[config.mk]
export PLATFORM = sky130hd
export DESIGN_NAME = c3br_mac
export DESIGN_NICKNAME = d
export VERILOG_FILES = /design/src/rtl/c3br_pkg.sv /design/src/rtl/c3br_mac.sv
export SDC_FILE = /design/constraint.sdc
export NUM_CORES = 2
export LEC_CHECK = 0
export ABC_CLOCK_PERIOD_IN_PS = 7720
export CELL_PAD_IN_SITES_DETAIL_PLACEMENT = 1
export CELL_PAD_IN_SITES_GLOBAL_PLACEMENT = 1
export CORE_MARGIN = 1
export CORE_UTILIZATION = 30
export DETAILED_ROUTE_END_ITERATION = 16
export DONT_BUFFER_PORTS = 1
export MAX_ROUTING_LAYER = met4
export PLACE_DENSITY = 0.53
export SYNTH_ARGS = -nofsm -noshare
export SYNTH_HDL_FRONTEND = slang
export SYNTH_SLANG_ARGS = --single-unit
export TNS_END_PERCENT = 20
[constraint.sdc]
create_clock -name clk -period 7.72 [get_ports clk]
set_input_delay 0.772 -clock clk [delete_from_list [all_inputs] [get_ports clk]]
set_output_delay 0.772 -clock clk [all_outputs]
set_load 0.01 [all_outputs]
[src/rtl/c3br_pkg.sv]
// Shared types, widths and register codes for the 3x3 convolution stream core.
package c3br_pkg;

	localparam int MAX_IMAGE_DEF = 64;
	localparam int MIN_SIZE      = 3;
	localparam int SIZE_RESET    = 28;

	localparam int PIX_W     = 9;
	localparam int WT_W      = 16;
	localparam int KROW_W    = 3 * WT_W;
	localparam int SIZE_W    = 7;
	localparam int BIAS_W    = 16;
	localparam int FEAT_W    = 16;
	localparam int IDX_W     = 6;
	localparam int CFG_IDX_W = 3;
	localparam int CFG_W     = KROW_W;
	localparam int FRAC_W    = 8;

	// pixel is zero-extended to a signed operand before the multiply
	localparam int PROD_W = PIX_W + 1 + WT_W;
	localparam int RSUM_W = PROD_W + 2;
	localparam int ACC_W  = 32;
	localparam int FEAT_MAX = (1 << FEAT_W) - 1;

	localparam logic [CFG_IDX_W-1:0] REG_IMAGE_SIZE    = 3'd0;
	localparam logic [CFG_IDX_W-1:0] REG_KERNEL_TOP    = 3'd1;
	localparam logic [CFG_IDX_W-1:0] REG_KERNEL_MID    = 3'd2;
	localparam logic [CFG_IDX_W-1:0] REG_KERNEL_BOTTOM = 3'd3;
	localparam logic [CFG_IDX_W-1:0] REG_CONV_BIAS     = 3'd4;

	typedef logic [PIX_W-1:0] pix_t;
	// window[m][n]: row m (0 = oldest line), column n (2 = newest pixel)
	typedef pix_t [2:0][2:0] window_t;
	typedef logic [KROW_W-1:0] krow_t;

	typedef struct packed {
		logic [IDX_W-1:0] row;
		logic [IDX_W-1:0] col;
		logic             last;
	} meta_t;

endpackage

[src/rtl/c3br_mac.sv]
// Nine parallel products, row sums, bias, floor shift, ReLU and saturation.
module c3br_mac (
	input  logic                          clk,
	input  logic                          arst_n,
	input  logic                          fire,
	input  c3br_pkg::window_t             win,
	input  c3br_pkg::meta_t               meta,
	input  c3br_pkg::krow_t               kernel_row_top,
	input  c3br_pkg::krow_t               kernel_row_mid,
	input  c3br_pkg::krow_t               kernel_row_bottom,
	input  logic signed [c3br_pkg::BIAS_W-1:0] conv_bias,
	output logic                          s2_free,
	output logic                          out_valid,
	input  logic                          out_stall,
	output logic [c3br_pkg::FEAT_W-1:0]   feature,
	output logic [c3br_pkg::IDX_W-1:0]    out_row,
	output logic [c3br_pkg::IDX_W-1:0]    out_col,
	output logic                          last_of_map
);
	import c3br_pkg::*;

	krow_t                     krow [3];
	logic signed [PROD_W-1:0]  prod_n [3][3];
	logic signed [PROD_W-1:0]  prod_s2 [3][3];
	logic signed [RSUM_W-1:0]  rsum_n [3];
	logic signed [RSUM_W-1:0]  rsum_s3 [3];
	logic signed [ACC_W-1:0]   total, q;
	logic [FEAT_W-1:0]         feat_n;
	logic                      v2_q, v3_q, ov_q;
	logic                      s3_free, out_free;
	meta_t                     meta_s2, meta_s3, meta_q;
	logic [FEAT_W-1:0]         feature_q;

	assign krow[0] = kernel_row_top;
	assign krow[1] = kernel_row_mid;
	assign krow[2] = kernel_row_bottom;

	always_comb begin
		for (int m = 0; m < 3; m++) begin
			for (int n = 0; n < 3; n++) begin
				prod_n[m][n] = PROD_W'($signed({1'b0, win[m][n]}) *
					$signed(krow[m][WT_W*n +: WT_W]));
			end
		end
	end

	always_comb begin
		for (int m = 0; m < 3; m++) begin
			rsum_n[m] = RSUM_W'(prod_s2[m][0]) + RSUM_W'(prod_s2[m][1]) +
				RSUM_W'(prod_s2[m][2]);
		end
	end

	// arithmetic shift gives floor division by 256
	always_comb begin
		total = ACC_W'(rsum_s3[0]) + ACC_W'(rsum_s3[1]) + ACC_W'(rsum_s3[2]) +
			(ACC_W'(conv_bias) <<< FRAC_W);
		q = total >>> FRAC_W;
		if (q < 0) begin
			feat_n = '0;
		end else if (q > ACC_W'(FEAT_MAX)) begin
			feat_n = FEAT_W'(FEAT_MAX);
		end else begin
			feat_n = q[FEAT_W-1:0];
		end
	end

	assign out_free = !ov_q || !out_stall;
	assign s3_free  = !v3_q || out_free;
	assign s2_free  = !v2_q || s3_free;

	always_ff @(posedge clk or negedge arst_n) begin
		if (!arst_n) begin
			v2_q <= 1'b0;
			v3_q <= 1'b0;
			ov_q <= 1'b0;
		end else begin
			if (s2_free) begin
				v2_q <= fire;
			end
			if (s3_free) begin
				v3_q <= v2_q;
			end
			if (out_free) begin
				ov_q <= v3_q;
			end
		end
	end

	always_ff @(posedge clk) begin
		if (fire) begin
			prod_s2 <= prod_n;
			meta_s2 <= meta;
		end
		if (v2_q && s3_free) begin
			rsum_s3 <= rsum_n;
			meta_s3 <= meta_s2;
		end
		if (v3_q && out_free) begin
			feature_q <= feat_n;
			meta_q    <= meta_s3;
		end
	end

	assign out_valid   = ov_q;
	assign feature     = feature_q;
	assign out_row     = meta_q.row;
	assign out_col     = meta_q.col;
	assign last_of_map = meta_q.last;

endmodule

==> out/qor.yml <==
core_um2: 220000
dp_cells: 9597
drt_iter0_markers: 1562
synth.most_common_cell: "inv_1"
numCtsBuffers: 50
avgSynthCellArea_um2: 9.84
worstMarginPinSlew_ns: 1.09
rsz0062_at_grt: "no"
hpwlAfterDp_um: 152000
yosysSeqAreaShare: 0.169
final_max_slew_viol_count: 0
ys_seq_elements: 376
clock-sinks: 376
ys_top_cells_by_count: "inv_1 (1550), fa_1 (1227), nand2_1 (716)"
setup.worst_path.class: "in2reg"
wire_per_inst_um: 18.6
cp_top_family: "adder cells"
antenna_found_initial: 18
grt_max_degree: 249
hold_buffers: 1
async_flop_share: 0.00798
rows: 172
postSynthCellCount: 6772
path_buf_inv: 5
path_max_fanout: 9
synthTopCellsByArea: "fa_1 (37%), edfxtp_1 (17%), ha_1 (12%)"
setup_violations: 0
postRouteAntennaNets: 0
grt_usage: 0.171
worst_setup_path_end_kind: "flip-flop"
die-height_um: 473
gp_congestion: 0.815
synth.top_cell.area_share: 0.369
overflow: 0
max_cap_viol_count: 0
grt_pass1_wl_um: 292000
areaGrowthSynthToFinish_pct: 7.46
final.period_utilization: 0.726
htree_levels: 2
drt_wl_total_um: 180000
fillers: 25017
insertion_delay_ns: 0.65
layout_min_cycle_time_ns: 5.61
ys.flop_type: "edfxtp_1"
syn-num-nets: 8882
avgViaCountPerCell: 4.56
finalNonFillerCells: 9690
cp_num_cells: 20
required_ns: 8.08
yosysWarnings: 0
fin_skew_ns: 0.0543
synth_cell_types: 81
synth_top_cell_by_area: "fa_1"
relSlewSlack: 0.274
hold_class: "in2reg"
tritoncts: "done"
fmax_ghz: 0.178
cp_cell_sequence: "nand2_1 -> fa_1 -> inv_1 -> fa_1 -> inv_1 -> fa_1 -> inv_1 -> fa_1 -> inv_1 -> fa_1 -> inv_1 -> ha_1 -> o21ai_0 -> a21boi_0 -> a21oi_1 -> o21ai_0 -> o41ai_1 -> o31ai_1 -> o211ai_1 -> xnor2_1"
cp_slowest_cell: "o41ai_1"
crit_path_start_kind: "input port"
layout-drive-gt1-share: 0.0192
cts_resized: 0
path_clk_slew_ns: 0.07
io_buffers: 0
netlist_area_um2: 66600
tns_ns: 0
postCtsSetupBuffers: 0
hold_path_depth: 0
synth_edf_count: 373
die_x_um: 473
pin_count: 289
initial_utilization: 0.303
cp.arrival_ns: 5.97
clk_path_buf_depth: 3
drc: 0
vias: 44170
hold_viol_final: 0
reg2regPathDepth: 14
fin_nets: 8802
dr.pass1.iters: 4
status: "complete, no violations"
die_area_um2: 224000
slowest_delay_ns: 0.72
root_buffer: "clkbuf_16"
grt_pass1_vias: 50418
-- metrics by stage --
stage               worst slack [ns]   util  hold WS (ns)  area (µm²)
detailed placement              1.49  0.317         0.405       69800
global route                    1.72  0.325         0.164       71600
finish                          2.11  0.325         0.218       71600
CTS                             2.19  0.325         0.153       71600
global placement                1.56  0.317         0.401       69800
floorplan                       1.62      -         0.400       66600
-- flip-flops by register name, indices dropped and copies added (netlist names), 6 cells and up --
signal / count
feature: 16
out_col: 6
rsum_s3: 84
prod_s2: 234
out_row: 6
meta_s3: 13
meta_s2: 13
-- per-layer routing --
metal,global-route usage,share of wire,wire [µm],vias to the layer above
met5,-,0,0,-
met4,0.0201,0.012,2210,0
met1,0.228,0.47,84600,22890
met3,0.0191,0.029,5170,126
li1,-,-,-,20712
met2,0.288,0.49,87900,442
-- path summary, 6_finish.rpt --
kind,slack (ns),startpoint,to
hold / removal,0.22,meta[5],meta_s2[5]$_DFFE_PP_
setup reg to reg,2.90,rsum_s3[14]$_DFFE_PP_,feature[0]$_SDFFCE_PN0P_
min in group asynchronous,0.41,arst_n,out_valid$_DFFE_PN0P_
hold reg to reg,0.41,meta_s3[2]$_DFFE_PP_,out_col[1]$_DFFE_PP_
max in group asynchronous,7.15,arst_n,v2_q$_DFFE_PN0P_
setup / recovery,2.11,kernel_row_mid[39],prod_s2[102]$_DFFE_PP_
-- cells in the final DEF (no fill, tap or decap), types with 24 or more instances in the layout --
cell	n
a31oi_1	24
nand2_1	716
ha_1	625
inv_1	1550
a211oi_1	27
o21bai_1	28
and3_1	30
xnor2_1	250
nand3_1	64
or3_1	24
nor3_1	59
o21ai_0	113
a21o_1	97
fa_1	1227
a21oi_1	214
o211ai_1	25
nor2b_1	33
nand2b_1	27
xor2_1	60
edfxtp_1	373
and2_1	703
o21a_1	40
nor2_1	149
clkbuf_16	51
-- logic make-up (layout without fill, tap and decap cells) --
family / Yosys count / count (layout) / synth area share
AND/OR/NAND/NOR: 1857 / 1857 / 0.140
XOR/XNOR: 310 / 310 / 0.0408
AO/OA/AOI/OAI: 688 / 688 / 0.0679
flip-flops: 376 / 376 / 0.169
adder cells (fa/ha/maj): 1852 / 1852 / 0.486
other: 0 / 2 / 0
multiplexers: 4 / 4 / 0.000601
buffers and inverters: 1685 / 1643 / 0.0951
-- cell type report --
cell class                 count  area (µm²)  area share
multi-input combinational   4711       49000       0.685
sequential                   376       11300       0.157
inverter                    1550        5820      0.0813
tap                         2958        3700      0.0517
clock buffer                  57        1310      0.0183
clock inverter                33         433     0.00605
timing repair buffer           3        25.0    0.000350
antenna                        2        5.00   0.0000699
-- worst register-to-register path, cell delays in order, from the launching register on --
cell,delay (ns)
edfxtp_1,0.43
inv_1,0.11
fa_1,0.44
fa_1,0.49
inv_1,0.04
ha_1,0.34
and3_1,0.24
a31o_1,0.21
a21oi_1,0.17
o21a_1,0.21
o211ai_1,0.14
a31o_2,0.28
mux2i_1,0.15
a311oi_4,0.84
a21oi_1,0.36
Power is left out: the tool's default activity adds up to more than one toggle a clock period on the data nets, which glitch-free logic cannot reach.
