$ cat src/rtl/c3br_pkg.sv
// Shared types, widths and register codes for the 3x3 convolution stream core.
package c3br_pkg;

	localparam int MAX_IMAGE_DEF = 64;
	localparam int MIN_SIZE      = 3;
	localparam int SIZE_RESET    = 28;

	localparam int PIX_W     = 9;
	localparam int WT_W      = 16;
	localparam int KROW_W    = 3 * WT_W;
	localparam int SIZE_W    = 7;
	localparam int BIAS_W    = 16;
	localparam int FEAT_W    = 16;
	localparam int IDX_W     = 6;
	localparam int CFG_IDX_W = 3;
	localparam int CFG_W     = KROW_W;
	localparam int FRAC_W    = 8;

	// pixel is zero-extended to a signed operand before the multiply
	localparam int PROD_W = PIX_W + 1 + WT_W;
	localparam int RSUM_W = PROD_W + 2;
	localparam int ACC_W  = 32;
	localparam int FEAT_MAX = (1 << FEAT_W) - 1;

	localparam logic [CFG_IDX_W-1:0] REG_IMAGE_SIZE    = 3'd0;
	localparam logic [CFG_IDX_W-1:0] REG_KERNEL_TOP    = 3'd1;
	localparam logic [CFG_IDX_W-1:0] REG_KERNEL_MID    = 3'd2;
	localparam logic [CFG_IDX_W-1:0] REG_KERNEL_BOTTOM = 3'd3;
	localparam logic [CFG_IDX_W-1:0] REG_CONV_BIAS     = 3'd4;

	typedef logic [PIX_W-1:0] pix_t;
	// window[m][n]: row m (0 = oldest line), column n (2 = newest pixel)
	typedef pix_t [2:0][2:0] window_t;
	typedef logic [KROW_W-1:0] krow_t;

	typedef struct packed {
		logic [IDX_W-1:0] row;
		logic [IDX_W-1:0] col;
		logic             last;
	} meta_t;

endpackage

$ cat src/rtl/c3br_ram.sv
// Generic single-write, single-read synchronous RAM with registered read data.
module c3br_ram #(
	parameter int WIDTH = 8,
	parameter int DEPTH = 64
) (
	input  logic                     clk,
	input  logic                     we,
	input  logic [$clog2(DEPTH)-1:0] waddr,
	input  logic [WIDTH-1:0]         wdata,
	input  logic                     re,
	input  logic [$clog2(DEPTH)-1:0] raddr,
	output logic [WIDTH-1:0]         rdata
);

	logic [WIDTH-1:0] mem [DEPTH];

	// same-address read and write in one cycle returns the old word
	always_ff @(posedge clk) begin
		if (we) begin
			mem[waddr] <= wdata;
		end
		if (re) begin
			rdata <= mem[raddr];
		end
	end

endmodule

$ cat src/rtl/c3br_front.sv
// Position counters, line-store RAM with write-back forwarding, and the 3x3 window.
module c3br_front #(
	parameter int MAX_IMAGE = c3br_pkg::MAX_IMAGE_DEF
) (
	input  logic                          clk,
	input  logic                          arst_n,
	input  logic [c3br_pkg::SIZE_W-1:0]   image_size,
	input  logic                          in_valid,
	output logic                          in_stall,
	input  logic [c3br_pkg::PIX_W-1:0]    pixel,
	input  logic                          start_of_image,
	input  logic                          s2_free,
	output logic                          fire,
	output c3br_pkg::window_t             win,
	output c3br_pkg::meta_t               meta
);
	import c3br_pkg::*;

	localparam int CW = $clog2(MAX_IMAGE);
	localparam int SW = $clog2(MAX_IMAGE + 1);
	localparam int EW = (SW > SIZE_W) ? SW : SIZE_W;
	localparam int LW = 2 * PIX_W;

	logic [CW-1:0] row_q, col_q;
	logic [CW-1:0] r0, c0, r_nx, c_nx;
	logic [EW-1:0] size_ext, eff_size, c_inc, r_inc;
	logic          prod0, last0, accept;

	logic          v1_q, prod_s1, fwd_s1_q;
	pix_t          px_s1;
	logic [CW-1:0] col_s1;
	meta_t         meta_s1;
	logic [LW-1:0] fwd_data_q, ram_rdata, entry, wb_data;
	pix_t          up, lo;
	logic          s1_go, s1_free;
	window_t       win_q, win_n;

	// clamp the programmed size into the supported range
	always_comb begin
		size_ext = EW'(image_size);
		eff_size = size_ext;
		if (size_ext < EW'(MIN_SIZE)) begin
			eff_size = EW'(MIN_SIZE);
		end else if (size_ext > EW'(MAX_IMAGE)) begin
			eff_size = EW'(MAX_IMAGE);
		end
	end

	always_comb begin
		r0 = start_of_image ? '0 : row_q;
		c0 = start_of_image ? '0 : col_q;
		prod0 = (EW'(r0) >= EW'(2)) && (EW'(c0) >= EW'(2)) &&
			(EW'(r0) < eff_size) && (EW'(c0) < eff_size);
		last0 = (EW'(r0) == eff_size - EW'(1)) && (EW'(c0) == eff_size - EW'(1));
		c_inc = EW'(c0) + EW'(1);
		r_inc = EW'(r0) + EW'(1);
		if (c_inc >= eff_size) begin
			c_nx = '0;
			r_nx = (r_inc >= eff_size) ? '0 : r_inc[CW-1:0];
		end else begin
			c_nx = c_inc[CW-1:0];
			r_nx = r0;
		end
	end

	assign s1_go   = v1_q && (!prod_s1 || s2_free);
	assign s1_free = !v1_q || s1_go;
	assign accept  = in_valid && s1_free;
	assign in_stall = !s1_free;
	assign fire    = s1_go && prod_s1;

	// entry holds {upper, lower}; forward the word written in the accept cycle
	assign entry   = fwd_s1_q ? fwd_data_q : ram_rdata;
	assign up      = entry[LW-1:PIX_W];
	assign lo      = entry[PIX_W-1:0];
	assign wb_data = {lo, px_s1};

	c3br_ram #(
		.WIDTH(LW),
		.DEPTH(MAX_IMAGE)
	) u_line_ram (
		.clk   (clk),
		.we    (s1_go),
		.waddr (col_s1),
		.wdata (wb_data),
		.re    (accept),
		.raddr (c0),
		.rdata (ram_rdata)
	);

	always_comb begin
		for (int m = 0; m < 3; m++) begin
			win_n[m][0] = win_q[m][1];
			win_n[m][1] = win_q[m][2];
		end
		win_n[0][2] = up;
		win_n[1][2] = lo;
		win_n[2][2] = px_s1;
	end

	assign win  = win_n;
	assign meta = meta_s1;

	always_ff @(posedge clk or negedge arst_n) begin
		if (!arst_n) begin
			row_q    <= '0;
			col_q    <= '0;
			v1_q     <= 1'b0;
			prod_s1  <= 1'b0;
			fwd_s1_q <= 1'b0;
			win_q    <= '0;
		end else begin
			if (accept) begin
				row_q    <= r_nx;
				col_q    <= c_nx;
				prod_s1  <= prod0;
				fwd_s1_q <= s1_go && (col_s1 == c0);
			end
			if (s1_free) begin
				v1_q <= accept;
			end
			if (s1_go) begin
				win_q <= win_n;
			end
		end
	end

	always_ff @(posedge clk) begin
		if (accept) begin
			px_s1        <= pixel;
			col_s1       <= c0;
			meta_s1.row  <= IDX_W'(r0 - CW'(2));
			meta_s1.col  <= IDX_W'(c0 - CW'(2));
			meta_s1.last <= last0;
			fwd_data_q   <= wb_data;
		end
	end

endmodule

$ cat config.mk
export PLATFORM = sky130hd
export DESIGN_NAME = c3br_front
export DESIGN_NICKNAME = d
export VERILOG_FILES = /design/src/rtl/c3br_pkg.sv /design/src/rtl/c3br_ram.sv /design/src/rtl/c3br_front.sv
export SDC_FILE = /design/constraint.sdc
export NUM_CORES = 2
export LEC_CHECK = 0
export BUFFER_PORTS_ARGS = -buffer_cell sky130_fd_sc_hd__buf_2
export CAP_MARGIN = 30
export CORE_MARGIN = 8
export CORE_UTILIZATION = 50
export DETAILED_ROUTE_END_ITERATION = 10
export MAX_ROUTING_LAYER = met4
export PLACE_DENSITY_LB_ADDON = 0.12
export REMOVE_ABC_BUFFERS = 1
export SLEW_MARGIN = 20
export SYNTH_ARGS = -nofsm -noshare
export SYNTH_HDL_FRONTEND = slang
export SYNTH_HIERARCHICAL = 1
export SYNTH_SLANG_ARGS = --single-unit
$ cat constraint.sdc
create_clock -name clk -period 4.2 [get_ports clk]
set_clock_uncertainty 0.05 [all_clocks]
set_input_delay 0.42 -clock clk [delete_from_list [all_inputs] [get_ports clk]]
set_output_delay 0.42 -clock clk [all_outputs]
set_load 0.1 [all_outputs]
==> metrics.cfg <==
[placed_design]
place_area_sq_mm=0.05347
gp_congestion=0.8443
hpwl_um=79670
dp.cells=3904
portBuffers=116

[clock_tree]
root_buffer=clkbuf_16
path_clk_slew_ns=0.06
hold_buffers=12
cts.path.max_buffers=3
post_cts_buffers=0
cts_tree=built
insertion_delay_ns=0.74
cts_sinks=1284
cts_max_level=4
cts_resized=0
numCtsBuffers=136

[worst_setup_path]
critPathCaptureType=flop
path_class=reg2reg
cp.arrival_ns=4.20
start_kind=flop
critPathMaxFanout=37
worstPathRequired_ns=4.74

[logic_synthesis]
ys_seq_area_share_pct=75.87
synthArstFlopShare_pct=5.374
synth_top_area_share_pct=72.44
yosysWarnings=6
synth_top_area_cell=edfxtp_1
synth_edf_count=1215
synth_cell_types=60
postSynthRegisterBits=1284
syn_inst=2472
ys.flop_type=edfxtp_1
synth.avg_cell_area_sq_um=20.37
yosys-top-cells-area=edfxtp_1 72%, mux4_2 13%, dfrtp_1 3.4%
syn-cell-area_sq_mm=0.05037

[floorplan]
rows=116
core-area_sq_mm=0.1000
die_h_um=333.4
pin_count=117
dieArea_sq_mm=0.1111
start_util_pct=50.37
die_x_um=333.4

[timing]
setup_viol=0
final_max_slew_viol_count=0
fmax_mhz=272.7
hold_ws_ns=0.1685
min_period_over_period_pct=87.30
tns_ns=0
tightest_slew_ns=0.9868
slew_headroom_pct=34.22
hold_violations=0
finalCriticalPeriod_ns=3.667
rsz0062_at_grt=no

[route]
drt_first_pass_iters=5
wirelength_um=133400
ant_nets=0
viasPerCell=6.249
drcViolationCount=0
wl_per_cell_um=32.04
drt_iter0_markers=2987
vias=26020

[finish]
nets=2807
layout.cells.non_filler=4163
layout-drive-gt1-share_pct=31.04
layout_common_cells=1215 x edfxtp_1, 300 x mux4_2, 156 x nand2_1
syn2layout_area_growth_pct=15.07
num-fill-cells=7271
mostFrequentLayoutCell=edfxtp_1
stdcell_area_sq_mm=0.05795

[global_route]
antenna_found_initial=9
track_usage_pct=24.70
grt_pass1_vias=26290
grt_max_degree=76
grt_first_pass_wirelength_um=191100
grt_overflow=0

[outcome]
status=finished clean

[power]
seqPwrFrac_pct=49.0
clkPwrFrac_pct=39.1
p_int_w=0.02228
combPwrFrac_pct=11.9
power_density_mw_per_mm2=514.4
ir_drop_mv=0.2779
p_sw_share_pct=25.27
power_w=0.02981
p_switching_w=0.007533
leakage_nw=18.65

[min_path]
hold_class=in2async

[flow_run]
max_cap_viol_count=0

-- power by group through the flow --
stage	clock, W	combinational, W	sequential (W)
2_1_floorplan	0	0.00227	0.0156
3_3_place_gp	0	0.00350	0.0149
3_5_place_dp	0	0.00357	0.0149
4_1_cts	0.0119	0.00358	0.0146
5_1_grt	0.0123	0.00372	0.0146
6_report	0.0117	0.00355	0.0146
-- state kept, by name, summed over array words and instances (netlist names) --
| signal | count |
|---|---|
| v1_q | 1 |
| col_q | 6 |
| fwd_data_q | 18 |
| px_s1 | 9 |
| row_q | 6 |
| prod_s1 | 1 |
| u_line_ram/mem | 1152 |
| fwd_s1_q | 1 |
| u_line_ram/rdata | 18 |
| win | 54 |
| col_s1 | 6 |
| meta | 12 |
-- critical path, stage by stage (launching register included) --
cell      delay, ns
dfrtp_1        0.44
nor2b_4        0.34
buf_12         0.31
buf_4          0.50
buf_4          0.27
mux4_2         0.19
nor2_1         0.04
a211oi_1       0.82
o21ai_1        0.31
o21ai_1        0.16
-- final timing paths --
kind	start	endpoint	slack, ns	depth (start not counted)
worst max-delay path	col_q[1]	u_line_ram/rdata[11]	0.53	9
worst min register to register	win[54]	win[54]	0.42	2
worst min-delay path	arst_n	win[4]	0.17	2
worst max register to register	col_q[1]	u_line_ram/rdata[11]	0.53	9
max in group asynchronous	arst_n	win[62]	3.32	3
min in group clk	s2_free	fwd_s1_q	0.29	4
-- Yosys cell counts, types with 5 or more instances --
library cell / instances
ha_1: 29
nand3b_1: 6
nor2_1: 116
nor2b_1: 18
nor3_1: 20
or3_1: 13
mux4_2: 300
buf_1: 6
xor2_1: 13
a21oi_1: 42
xnor2_1: 9
o22ai_1: 27
mux2_2: 48
clkbuf_1: 56
mux2i_1: 60
a22oi_1: 6
nand2_1: 156
dfrtp_1: 69
buf_6: 13
o21ai_1: 23
nand4_1: 7
buf_4: 20
a22o_1: 5
inv_1: 14
o21ai_0: 50
nand2b_1: 12
edfxtp_1: 1215
a211oi_1: 18
nand3_1: 15
buf_2: 37
-- through the flow --
| step | utilization (%) | setup slack (ns) |
|---|---|---|
| after floorplan | - | -22.16 |
| after global placement | 53.43 | 0.2258 |
| after detailed placement | 53.47 | 0.2226 |
| after CTS | 57.92 | 0.5280 |
| after global routing | 57.95 | 0.4198 |
| final | 57.95 | 0.5333 |
-- per-layer routing --
metal / wire (um) / vias to the layer above / track usage [%] / part of all wire, %
met3: 11190 / 199 / 5.404 / 8.4
met5: 0 / - / - / 0
met1: 56150 / 14000 / 34.44 / 42
li1: - / 10660 / - / -
met4: 4335 / 0 / 8.263 / 3.3
met2: 61700 / 1159 / 36.50 / 46
-- kinds of logic after synthesis --
group	after synthesis	synth area share (%)
AO/OA/AOI/OAI	200	2.412
XOR/XNOR	22	0.3826
adder cells (fa/ha/maj)	29	0.7204
buffers and inverters	149	1.545
flip-flops	1284	75.87
multiplexers	408	15.68
AND/OR/NAND/NOR	380	3.391
-- area by class of cell --
type / count / area (sq um) / share of cell area [%]
Inverter: 17 / 63.81 / 0.1101
Timing Repair Buffer: 279 / 2074 / 3.580
Tap cell: 1298 / 1624 / 2.802
Clock buffer: 179 / 3742 / 6.457
Multi-Input combinational cell: 1039 / 11630 / 20.07
Clock inverter: 63 / 595.6 / 1.028
Antenna cell: 4 / 10.01 / 0.01727
Sequential cell: 1284 / 38210 / 65.93
Note: power is estimated with default switching activity, not from simulation.
